**config.mk**
```make
export PLATFORM = sky130hd
export DESIGN_NAME = timer_divider_factorizer_core_flat
export DESIGN_NICKNAME = d
export VERILOG_FILES = /design/src/design/tdf_pkg.sv /design/src/design/tdf_in_if.sv /design/src/design/tdf_out_if.sv /design/src/design/tdf_serial_div.sv /design/src/design/tdf_scan.sv /design/src/design/timer_divider_factorizer_core.sv /design/src/flat_wrapper.sv
export SDC_FILE = /design/constraint.sdc
export NUM_CORES = 1
export LEC_CHECK = 0
export ABC_AREA = 1
export ABC_CLOCK_PERIOD_IN_PS = 5600
export BUFFER_PORTS_ARGS = -buffer_cell sky130_fd_sc_hd__buf_2
export CAP_MARGIN = 20
export CORE_AREA = 2 2 175 177
export DETAILED_ROUTE_END_ITERATION = 10
export DIE_AREA = 0 0 177 179
export PLACE_DENSITY = 0.75
export SYNTH_ARGS = -nofsm -noshare
export SYNTH_HDL_FRONTEND = slang
export SYNTH_SLANG_ARGS = --single-unit
```
**constraint.sdc**
```tcl
create_clock -name clk_i -period 5.6 [get_ports clk_i]
set_input_delay 0.28 -clock clk_i [delete_from_list [all_inputs] [get_ports clk_i]]
set_output_delay 0.28 -clock clk_i [all_outputs]
set_load 0.1 [all_outputs]
```
**src/design/tdf_pkg.sv**
```systemverilog
// Package for the timer divider factorizer: widths, constants, FSM state
// types and the request/response structs shared by the core's modules.
// No dependencies.
`timescale 1ns / 1ps

package tdf_pkg;

  // Counter width of the prescaler and reload registers
  localparam int CNT_W         = 16;
  localparam int COUNTER_RANGE = 1 << CNT_W;
  // Candidate prescaler / reload values run up to COUNTER_RANGE itself
  localparam int CAND_W        = CNT_W + 1;
  // Field widths
  localparam int RATIO_W       = 35;
  localparam int PROD_W        = 33;
  localparam int SCAN_W        = 32;
  // Serial divider: numerator width and step count
  localparam int NUM_W         = 33;
  localparam int DIV_STEPS     = NUM_W;
  localparam int DIV_CNT_W     = $clog2(DIV_STEPS + 1);
  // Error magnitude |rem - x/2| fits in CAND_W bits
  localparam int ERR_W         = CAND_W;

  typedef enum logic [1:0] {
    TP_IDLE,
    TP_SCAN,
    TP_HOLD
  } tdf_top_state_e;

  typedef enum logic [1:0] {
    SC_IDLE,
    SC_ISSUE,
    SC_WAIT
  } tdf_scan_state_e;

  // Pre-divider codes
  localparam logic [1:0] PRE_DIV_1 = 2'd0;
  localparam logic [1:0] PRE_DIV_2 = 2'd1;
  localparam logic [1:0] PRE_DIV_4 = 2'd2;

  typedef struct packed {
    logic              start;
    logic [NUM_W-1:0]  numer;
    logic [CAND_W-1:0] denom;
  } tdf_div_req_t;

  typedef struct packed {
    logic              done;
    logic [CAND_W-1:0] quot;
    logic [CAND_W-1:0] rem;
  } tdf_div_rsp_t;

  typedef struct packed {
    logic              start;
    logic [SCAN_W-1:0] prod;
  } tdf_scan_req_t;

  typedef struct packed {
    logic              done;
    logic [CAND_W-1:0] prescale;
    logic [CAND_W-1:0] reload;
  } tdf_scan_rsp_t;

endpackage

```
**src/design/tdf_in_if.sv**
```systemverilog
// Input channel of the timer divider factorizer: valid/ready plus ratio.
// Depends on tdf_pkg.
`timescale 1ns / 1ps

interface tdf_in_if;
  logic                        valid;
  logic                        ready;
  logic [tdf_pkg::RATIO_W-1:0] ratio;

  modport source (output valid, output ratio, input ready);
  modport sink   (input valid, input ratio, output ready);
endinterface

```
**src/design/tdf_out_if.sv**
```systemverilog
// Output channel of the timer divider factorizer: valid/ready plus result.
// Depends on tdf_pkg.
`timescale 1ns / 1ps

interface tdf_out_if;
  logic                      valid;
  logic                      ready;
  logic                      applied;
  logic [1:0]                pre_divider_code;
  logic [tdf_pkg::CNT_W-1:0] prescale_minus_one;
  logic [tdf_pkg::CNT_W-1:0] reload_minus_one;

  modport source (output valid, output applied, output pre_divider_code,
                  output prescale_minus_one, output reload_minus_one,
                  input ready);
  modport sink   (input valid, input applied, input pre_divider_code,
                  input prescale_minus_one, input reload_minus_one,
                  output ready);
endinterface

```
**src/design/tdf_serial_div.sv**
```systemverilog
// Bit-serial restoring divider, one quotient bit per cycle.
// Depends on tdf_pkg.
`timescale 1ns / 1ps

module tdf_serial_div (
  input  logic                  clk_i,
  input  logic                  rst_ni,
  input  tdf_pkg::tdf_div_req_t req_i,
  output tdf_pkg::tdf_div_rsp_t rsp_o
);

  logic                            busy_q, busy_d;
  logic                            done_q, done_d;
  logic [tdf_pkg::DIV_CNT_W-1:0]   cnt_q, cnt_d;
  logic [tdf_pkg::NUM_W-1:0]       num_q, num_d;
  logic [tdf_pkg::CAND_W-1:0]      den_q, den_d;
  logic [tdf_pkg::CAND_W-1:0]      rem_q, rem_d;
  logic [tdf_pkg::CAND_W-1:0]      quot_q, quot_d;
  logic [tdf_pkg::CAND_W:0]        trial;
  logic                            fits;

  // One restoring step: shift in the next numerator bit, try to subtract
  assign trial = {rem_q, num_q[tdf_pkg::NUM_W-1]};
  assign fits  = (trial >= {1'b0, den_q});

  always_comb begin
    busy_d = busy_q;
    done_d = 1'b0;
    cnt_d  = cnt_q;
    num_d  = num_q;
    den_d  = den_q;
    rem_d  = rem_q;
    quot_d = quot_q;
    if (req_i.start) begin
      busy_d = 1'b1;
      cnt_d  = tdf_pkg::DIV_CNT_W'(tdf_pkg::DIV_STEPS);
      num_d  = req_i.numer;
      den_d  = req_i.denom;
      rem_d  = '0;
      quot_d = '0;
    end else if (busy_q) begin
      num_d  = {num_q[tdf_pkg::NUM_W-2:0], 1'b0};
      rem_d  = fits ? tdf_pkg::CAND_W'(trial - {1'b0, den_q})
                    : tdf_pkg::CAND_W'(trial);
      // quotient never exceeds CAND_W bits, so upper bits drop out as zero
      quot_d = {quot_q[tdf_pkg::CAND_W-2:0], fits};
      cnt_d  = cnt_q - 1'b1;
      if (cnt_q == tdf_pkg::DIV_CNT_W'(1)) begin
        busy_d = 1'b0;
        done_d = 1'b1;
      end
    end
  end

  always_ff @(posedge clk_i or negedge rst_ni) begin
    if (!rst_ni) begin
      busy_q <= 1'b0;
      done_q <= 1'b0;
      cnt_q  <= '0;
    end else begin
      busy_q <= busy_d;
      done_q <= done_d;
      cnt_q  <= cnt_d;
    end
  end

  always_ff @(posedge clk_i) begin
    num_q  <= num_d;
    den_q  <= den_d;
    rem_q  <= rem_d;
    quot_q <= quot_d;
  end

  assign rsp_o.done = done_q;
  assign rsp_o.quot = quot_q;
  assign rsp_o.rem  = rem_q;

endmodule

```
**src/design/tdf_scan.sv**
```systemverilog
// Prescaler search: steps candidates upward, divides each on the serial
// divider and keeps the first one with the smallest rounding error.
// Depends on tdf_pkg and tdf_serial_div.
`timescale 1ns / 1ps

module tdf_scan (
  input  logic                   clk_i,
  input  logic                   rst_ni,
  input  tdf_pkg::tdf_scan_req_t req_i,
  output tdf_pkg::tdf_scan_rsp_t rsp_o
);

  tdf_pkg::tdf_scan_state_e   state_q, state_d;
  logic [tdf_pkg::SCAN_W-1:0] prod_q, prod_d;
  logic [tdf_pkg::CAND_W-1:0] x_q, x_d;
  logic [tdf_pkg::CAND_W-1:0] best_x_q, best_x_d;
  logic [tdf_pkg::CAND_W-1:0] best_y_q, best_y_d;
  logic [tdf_pkg::ERR_W-1:0]  best_err_q, best_err_d;
  logic                       done_q, done_d;

  tdf_pkg::tdf_div_req_t      div_req;
  tdf_pkg::tdf_div_rsp_t      div_rsp;

  logic [tdf_pkg::CAND_W-1:0] x_first;
  logic [tdf_pkg::CAND_W:0]   err_diff;
  logic [tdf_pkg::ERR_W-1:0]  err_abs;

  tdf_serial_div u_div (
    .clk_i  (clk_i),
    .rst_ni (rst_ni),
    .req_i  (div_req),
    .rsp_o  (div_rsp)
  );

  // First candidate: ceil(prod / COUNTER_RANGE)
  assign x_first = {1'b0, req_i.prod[tdf_pkg::SCAN_W-1:tdf_pkg::CNT_W]}
                 + tdf_pkg::CAND_W'(req_i.prod[tdf_pkg::CNT_W-1:0] != '0);

  // x*y - prod = floor(x/2) - rem, so the error needs no multiply
  assign err_diff = {1'b0, div_rsp.rem} - {2'b0, x_q[tdf_pkg::CAND_W-1:1]};
  assign err_abs  = err_diff[tdf_pkg::CAND_W] ? tdf_pkg::ERR_W'(-err_diff)
                                              : tdf_pkg::ERR_W'(err_diff);

  always_comb begin
    state_d       = state_q;
    prod_d        = prod_q;
    x_d           = x_q;
    best_x_d      = best_x_q;
    best_y_d      = best_y_q;
    best_err_d    = best_err_q;
    done_d        = 1'b0;
    div_req.start = 1'b0;
    div_req.numer = {1'b0, prod_q} + tdf_pkg::NUM_W'(x_q[tdf_pkg::CAND_W-1:1]);
    div_req.denom = x_q;
    unique case (state_q)
      tdf_pkg::SC_IDLE: begin
        if (req_i.start) begin
          prod_d     = req_i.prod;
          x_d        = x_first;
          best_x_d   = x_first;
          best_err_d = '1;
          state_d    = tdf_pkg::SC_ISSUE;
        end
      end
      tdf_pkg::SC_ISSUE: begin
        div_req.start = 1'b1;
        state_d       = tdf_pkg::SC_WAIT;
      end
      tdf_pkg::SC_WAIT: begin
        if (div_rsp.done) begin
          if (err_abs < best_err_q) begin
            best_err_d = err_abs;
            best_x_d   = x_q;
            best_y_d   = div_rsp.quot;
          end
          // stop at an exact fit or after the last candidate
          if (err_abs == '0 || x_q == tdf_pkg::CAND_W'(tdf_pkg::COUNTER_RANGE)) begin
            done_d  = 1'b1;
            state_d = tdf_pkg::SC_IDLE;
          end else begin
            x_d     = x_q + 1'b1;
            state_d = tdf_pkg::SC_ISSUE;
          end
        end
      end
      default: state_d = tdf_pkg::SC_IDLE;
    endcase
  end

  always_ff @(posedge clk_i or negedge rst_ni) begin
    if (!rst_ni) begin
      state_q <= tdf_pkg::SC_IDLE;
      done_q  <= 1'b0;
    end else begin
      state_q <= state_d;
      done_q  <= done_d;
    end
  end

  always_ff @(posedge clk_i) begin
    prod_q     <= prod_d;
    x_q        <= x_d;
    best_x_q   <= best_x_d;
    best_y_q   <= best_y_d;
    best_err_q <= best_err_d;
  end

  assign rsp_o.done     = done_q;
  assign rsp_o.prescale = best_x_q;
  assign rsp_o.reload   = best_y_q;

endmodule

```
**src/design/timer_divider_factorizer_core.sv**
```systemverilog
// Top level of the timer divider factorizer: input classification,
// result register and output channel around the prescaler search.
// Depends on tdf_pkg, tdf_in_if, tdf_out_if and tdf_scan.
`timescale 1ns / 1ps

// Usage:
//   in_i  (sink):   one item carries a 35-bit total division ratio.
//   out_o (source): one result item per input item: applied flag,
//                   pre-divider code, prescaler-1 and reload-1.
//   Both channels move an item when valid and ready are high at a clock edge.
// Flow:
//   Rejected ratios, full products (2^32) and products up to 65536 skip the
//   search and go straight to the hold state, which loads out_o once it is free.
//   Otherwise the search tries N = 65537 - ceil(p/65536) candidates at most,
//   fewer when an exact fit turns up; each candidate is issued to the
//   bit-serial divider, which runs 33 steps, and its result is then checked.
// Throughput: one item at a time; in_i.ready is high only while idle.
//   A finished result sits in the output register, so the next item may be
//   accepted and searched while the receiver stalls; that item's result then
//   waits until the output register frees up.
// Reset: rst_ni is asynchronous, active low; clears the FSMs and out_o.valid.

module timer_divider_factorizer_core (
  input  logic      clk_i,
  input  logic      rst_ni,
  tdf_in_if.sink    in_i,
  tdf_out_if.source out_o
);

  localparam logic [tdf_pkg::RATIO_W-1:0] One32 = tdf_pkg::RATIO_W'(1) << 32;
  localparam logic [tdf_pkg::RATIO_W-1:0] Two32 = tdf_pkg::RATIO_W'(2) << 32;
  localparam logic [tdf_pkg::RATIO_W-1:0] Four32 = tdf_pkg::RATIO_W'(4) << 32;
  localparam logic [tdf_pkg::PROD_W-1:0]  FullProd = tdf_pkg::PROD_W'(1) << 32;
  localparam logic [tdf_pkg::PROD_W-1:0]  RangeProd =
    tdf_pkg::PROD_W'(tdf_pkg::COUNTER_RANGE);

  tdf_pkg::tdf_top_state_e   state_q, state_d;
  logic                      res_applied_q, res_applied_d;
  logic [1:0]                res_code_q, res_code_d;
  logic [tdf_pkg::CNT_W-1:0] res_psc_q, res_psc_d;
  logic [tdf_pkg::CNT_W-1:0] res_rld_q, res_rld_d;
  logic                      out_valid_q, out_valid_d;
  logic                      out_applied_q;
  logic [1:0]                out_code_q;
  logic [tdf_pkg::CNT_W-1:0] out_psc_q;
  logic [tdf_pkg::CNT_W-1:0] out_rld_q;
  logic                      out_load;

  logic                        reject;
  logic [1:0]                  code;
  logic [tdf_pkg::PROD_W-1:0]  prod;

  tdf_pkg::tdf_scan_req_t scan_req;
  tdf_pkg::tdf_scan_rsp_t scan_rsp;

  tdf_scan u_scan (
    .clk_i  (clk_i),
    .rst_ni (rst_ni),
    .req_i  (scan_req),
    .rsp_o  (scan_rsp)
  );

  // Classify the ratio and pre-divide large ones
  always_comb begin
    reject = (in_i.ratio == '0) || (in_i.ratio > Four32);
    if (in_i.ratio > Two32) begin
      code = tdf_pkg::PRE_DIV_4;
      prod = tdf_pkg::PROD_W'(in_i.ratio >> 2);
    end else if (in_i.ratio > One32) begin
      code = tdf_pkg::PRE_DIV_2;
      prod = tdf_pkg::PROD_W'(in_i.ratio >> 1);
    end else begin
      code = tdf_pkg::PRE_DIV_1;
      prod = tdf_pkg::PROD_W'(in_i.ratio);
    end
  end

  // Control FSM
  always_comb begin
    state_d        = state_q;
    res_applied_d  = res_applied_q;
    res_code_d     = res_code_q;
    res_psc_d      = res_psc_q;
    res_rld_d      = res_rld_q;
    out_load       = 1'b0;
    in_i.ready     = 1'b0;
    scan_req.start = 1'b0;
    scan_req.prod  = prod[tdf_pkg::SCAN_W-1:0];
    unique case (state_q)
      tdf_pkg::TP_IDLE: begin
        in_i.ready = 1'b1;
        if (in_i.valid) begin
          res_code_d = code;
          priority if (reject) begin
            res_applied_d = 1'b0;
            res_code_d    = tdf_pkg::PRE_DIV_1;
            res_psc_d     = '0;
            res_rld_d     = '0;
            state_d       = tdf_pkg::TP_HOLD;
          end else if (prod >= FullProd) begin
            res_applied_d = 1'b1;
            res_psc_d     = '1;
            res_rld_d     = '1;
            state_d       = tdf_pkg::TP_HOLD;
          end else if (prod <= RangeProd) begin
            res_applied_d = 1'b1;
            res_psc_d     = '0;
            res_rld_d     = prod[tdf_pkg::CNT_W-1:0] - 1'b1;
            state_d       = tdf_pkg::TP_HOLD;
          end else begin
            res_applied_d  = 1'b1;
            scan_req.start = 1'b1;
            state_d        = tdf_pkg::TP_SCAN;
          end
        end
      end
      tdf_pkg::TP_SCAN: begin
        if (scan_rsp.done) begin
          res_psc_d = tdf_pkg::CNT_W'(scan_rsp.prescale - 1'b1);
          res_rld_d = tdf_pkg::CNT_W'(scan_rsp.reload - 1'b1);
          state_d   = tdf_pkg::TP_HOLD;
        end
      end
      tdf_pkg::TP_HOLD: begin
        if (!out_valid_q || out_o.ready) begin
          out_load = 1'b1;
          state_d  = tdf_pkg::TP_IDLE;
        end
      end
      default: state_d = tdf_pkg::TP_IDLE;
    endcase
  end

  // Output register valid
  always_comb begin
    if (out_load) begin
      out_valid_d = 1'b1;
    end else if (out_o.ready) begin
      out_valid_d = 1'b0;
    end else begin
      out_valid_d = out_valid_q;
    end
  end

  always_ff @(posedge clk_i or negedge rst_ni) begin
    if (!rst_ni) begin
      state_q     <= tdf_pkg::TP_IDLE;
      out_valid_q <= 1'b0;
    end else begin
      state_q     <= state_d;
      out_valid_q <= out_valid_d;
    end
  end

  always_ff @(posedge clk_i) begin
    res_applied_q <= res_applied_d;
    res_code_q    <= res_code_d;
    res_psc_q     <= res_psc_d;
    res_rld_q     <= res_rld_d;
    if (out_load) begin
      out_applied_q <= res_applied_q;
      out_code_q    <= res_code_q;
      out_psc_q     <= res_psc_q;
      out_rld_q     <= res_rld_q;
    end
  end

  assign out_o.valid              = out_valid_q;
  assign out_o.applied            = out_applied_q;
  assign out_o.pre_divider_code   = out_code_q;
  assign out_o.prescale_minus_one = out_psc_q;
  assign out_o.reload_minus_one   = out_rld_q;

endmodule

```
**src/flat_wrapper.sv**
```systemverilog
// flat-port wrapper written by rule: the top's interface ports become plain ports
module timer_divider_factorizer_core_flat 
  (clk_i, rst_ni, in_i_valid, in_i_ratio, in_i_ready, out_o_valid, out_o_applied, out_o_pre_divider_code, out_o_prescale_minus_one, out_o_reload_minus_one, out_o_ready);
  tdf_in_if in_i_i ();
  tdf_out_if out_o_i ();
  input  logic clk_i;
  input  logic rst_ni;
  input wire logic [$bits(in_i_i.valid)-1:0] in_i_valid;
  input wire logic [$bits(in_i_i.ratio)-1:0] in_i_ratio;
  output wire logic [$bits(in_i_i.ready)-1:0] in_i_ready;
  output wire logic [$bits(out_o_i.valid)-1:0] out_o_valid;
  output wire logic [$bits(out_o_i.applied)-1:0] out_o_applied;
  output wire logic [$bits(out_o_i.pre_divider_code)-1:0] out_o_pre_divider_code;
  output wire logic [$bits(out_o_i.prescale_minus_one)-1:0] out_o_prescale_minus_one;
  output wire logic [$bits(out_o_i.reload_minus_one)-1:0] out_o_reload_minus_one;
  input wire logic [$bits(out_o_i.ready)-1:0] out_o_ready;
  assign in_i_i.valid = in_i_valid;
  assign in_i_i.ratio = in_i_ratio;
  assign in_i_ready = in_i_i.ready;
  assign out_o_valid = out_o_i.valid;
  assign out_o_applied = out_o_i.applied;
  assign out_o_pre_divider_code = out_o_i.pre_divider_code;
  assign out_o_prescale_minus_one = out_o_i.prescale_minus_one;
  assign out_o_reload_minus_one = out_o_i.reload_minus_one;
  assign out_o_i.ready = out_o_ready;
  timer_divider_factorizer_core u_core (.clk_i(clk_i), .rst_ni(rst_ni), .in_i(in_i_i), .out_o(out_o_i));
endmodule
```
==> flow_metrics.tcl <==
set metrics [dict create \
    row_count 64 \
    grt_pass1_vias 13558 \
    holdCritStartpoint "out_o_ready" \
    slew_headroom 0.376 \
    start_kind "register" \
    synthArstFlopShare 0.0528 \
    status "complete, no violations" \
    peakVddDrop_uv 344 \
    clockRootBuffer "clkbuf_16" \
    setup_viol 0 \
    hold_ws_ns 0.0475 \
    cts.repair.resized 0 \
    period_minus_slack_ns 4.72 \
    drt-initial-drc-count 1243 \
    drive_gt1_frac 0.112 \
    clock_sinks 265 \
    ios 76 \
    die_w_um 177 \
    yosysWarnings 0 \
    power_density_nw_per_um2 564 \
    synth_seq_area_share 0.452 \
    path_max_fanout 22 \
    yosys_most_used_dff "edfxtp_1" \
    min_path_type "primary input to register" \
    final_cell_mix "nand2_1 (566), inv_1 (268), edfxtp_1 (218)" \
    final_util 0.617 \
    endpoint_kind "register" \
    cts_tree "done" \
    fmax_ghz 0.212 \
    grt_max_degree 64 \
    cts_inserted_buffers 28 \
    synth_edf_count 218 \
    insertion_delay_ns 0.57 \
    maxCapViolCount 0 \
    post_cts_buffers 0 \
    ant_nets 0 \
    final_common_cell "nand2_1" \
    grt_setup_unrepaired "no" \
    p_leak_nw 8.32 \
    required_ns 5.84 \
    viasPerCell 5.60 \
    reg2reg_from "u_core.u_scan.x_q[4]" \
    synth_area_sq_um 16700 \
    ctsHoldBuffers 1 \
    nNetsFinal 2281 \
    clk_pin_slew_worst_paths_ns 0.06 \
    drc_errors 0 \
    grt-ovfl-total 0 \
    start_util 0.556 \
    crit_arrival_ns 4.96 \
    fin_tns_setup_ns 0 \
    port_buffers 75 \
    antenna_found_initial 2 \
    cts_buffer_depth 3 \
    cts.htree.levels 1 \
    worstMarginPinSlew_ns 0.933 \
    crit_start "u_core.u_scan.x_q[4]" \
    fp.coreArea_sq_um 30000 \
    synth_area_per_cell_sq_um 8.01 \
    die_y_um 179 \
    syn_inst 2087 \
    drt-total-wl_um 43700 \
    syn-num-nets 2205 \
    skew_ns 0.0132 \
    grtUsageTotal 0.280 \
    crit_type "register to register" \
    final.period_utilization 0.843 \
    dpl.hpwl_um 33600 \
    drv_slew 0 \
    gp_congestion 0.949 \
    hold_viol_final 0 \
    grt_pass1_wl_um 69700 \
    num_vias 14460 \
    ys_ff_latch 265 \
    synth_cell_types 58 \
    area_growth_pct 10.8 \
    drtPass1Iterations 7 \
    dieArea_sq_um 31700 \
    antenna_cells 0 \
    wl_per_cell_um 16.9 \
]
cell usage after synthesis (all sizes together), types with 14 or more instances:
cell      n  area (sq um)
nand4    26           175
dfxtp    33           661
xor2     40           350
dfrtp    14           350
nand2   602          2380
o22ai    20           125
inv     283          1060
ha       76           951
o21ai   140           708
a21oi    83           419
nor2    201           855
a31oi    15          93.8
xnor2    18           158
buf      21           166
edfxtp  218          6550
nand3   170           888
nor3     23           120
clkbuf   24          90.1
layer usage:
metal | GRT usage | vias to the layer above | share of wire
met4 | 0.116 | 4 | 0.040
met1 | 0.370 | 6692 | 0.42
met2 | 0.463 | 541 | 0.47
met3 | 0.0405 | 110 | 0.074
li1 | - | 7113 | -
met5 | 0 | - | 0.00062
where the power goes:
part           leakage, nW  switching, mW  internal [mW]  total, mW
clock                0.504          0.812           1.20       2.01
sequential            2.49          0.349           3.03       3.38
combinational         5.33           3.60           1.46       5.06
per-stage QoR:
| step | std cells | instance area (sq um) | setup slack, ns | total power, mW |
|---|---|---|---|---|
| finish | 2581 | 18500 | 0.879 | 10.4 |
| floorplan | 2087 | 16700 | 0.331 | 7.04 |
| detailed placement | 2527 | 17500 | 0.937 | 8.37 |
| CTS | 2580 | 18500 | 0.939 | 10.4 |
| global placement | 2526 | 17400 | 1.15 | 8.16 |
| global route | 2581 | 18500 | 0.472 | 11.2 |
cells by family (layout without fill, tap and decap cells):
kind of cell               after synthesis  count (layout)  synth area share
and+or+nand+nor                       1054            1054             0.277
buffers and inverters                  333             431            0.0801
AOI/OAI and AO/OA                      298             298            0.0996
DFF                                    265             265             0.452
adders and majority gates               79              79            0.0605
xor gates and xnor gates                58              58            0.0304
path summary, 6_finish.rpt:
| check | end | slack [ns] | cells after the start |
|---|---|---|---|
| min in group asynchronous | u_core.u_scan.state_q[1] | 0.19 | 2 |
| max reg2reg | u_core.u_scan.best_err_q[16] | 0.88 | 22 |
| min reg2reg | u_core.out_o.reload_minus_one[1] | 0.42 | 0 |
| min | u_core.out_o.valid | 0.05 | 4 |
| max | u_core.u_scan.best_err_q[16] | 0.88 | 22 |
| max in group asynchronous | u_core.out_o.valid | 5.16 | 2 |
area by class of cell:
type | count | area, sq um
Clock buffer | 31 | 743
Clock inverter | 21 | 273
Fill cell | 2580 | 11500
Inverter | 288 | 1080
Multi-Input combinational cell | 1489 | 7840
Sequential cell | 265 | 7560
Tap cell | 396 | 495
Timing Repair Buffer | 91 | 531
flip-flops by register name (all words and copies together), names as in the netlist, 17 cells and up:
register,count
u_core.u_scan.best_err_q,17
u_core.u_scan.prod_q,32
u_core.u_scan.u_div.den_q,17
u_core.u_scan.u_div.num_q,33
u_core.u_scan.u_div.rem_q,17
u_core.u_scan.x_q,17
worst max-delay path: stages, from the launching register on:
cell      delay [ns]
edfxtp_1        0.48
inv_1           0.20
ha_1            0.32
nand2_1         0.13
inv_1           0.06
nand2_1         0.08
nand2_1         0.05
nand2_1         0.10
nand2_1         0.06
nand2_1         0.07
nand3_2         0.19
inv_1           0.51
nand2_1         0.09
o21ai_0         0.16
inv_1           0.09
ha_1            0.30
a21oi_1         0.15
nor3_1          0.08
o31ai_1         0.23
o211ai_1        0.13
a2111o_1        0.46
o21ai_2         0.17
buf_4           0.28
No activity file was read; power rests on OpenSTA's default activity.
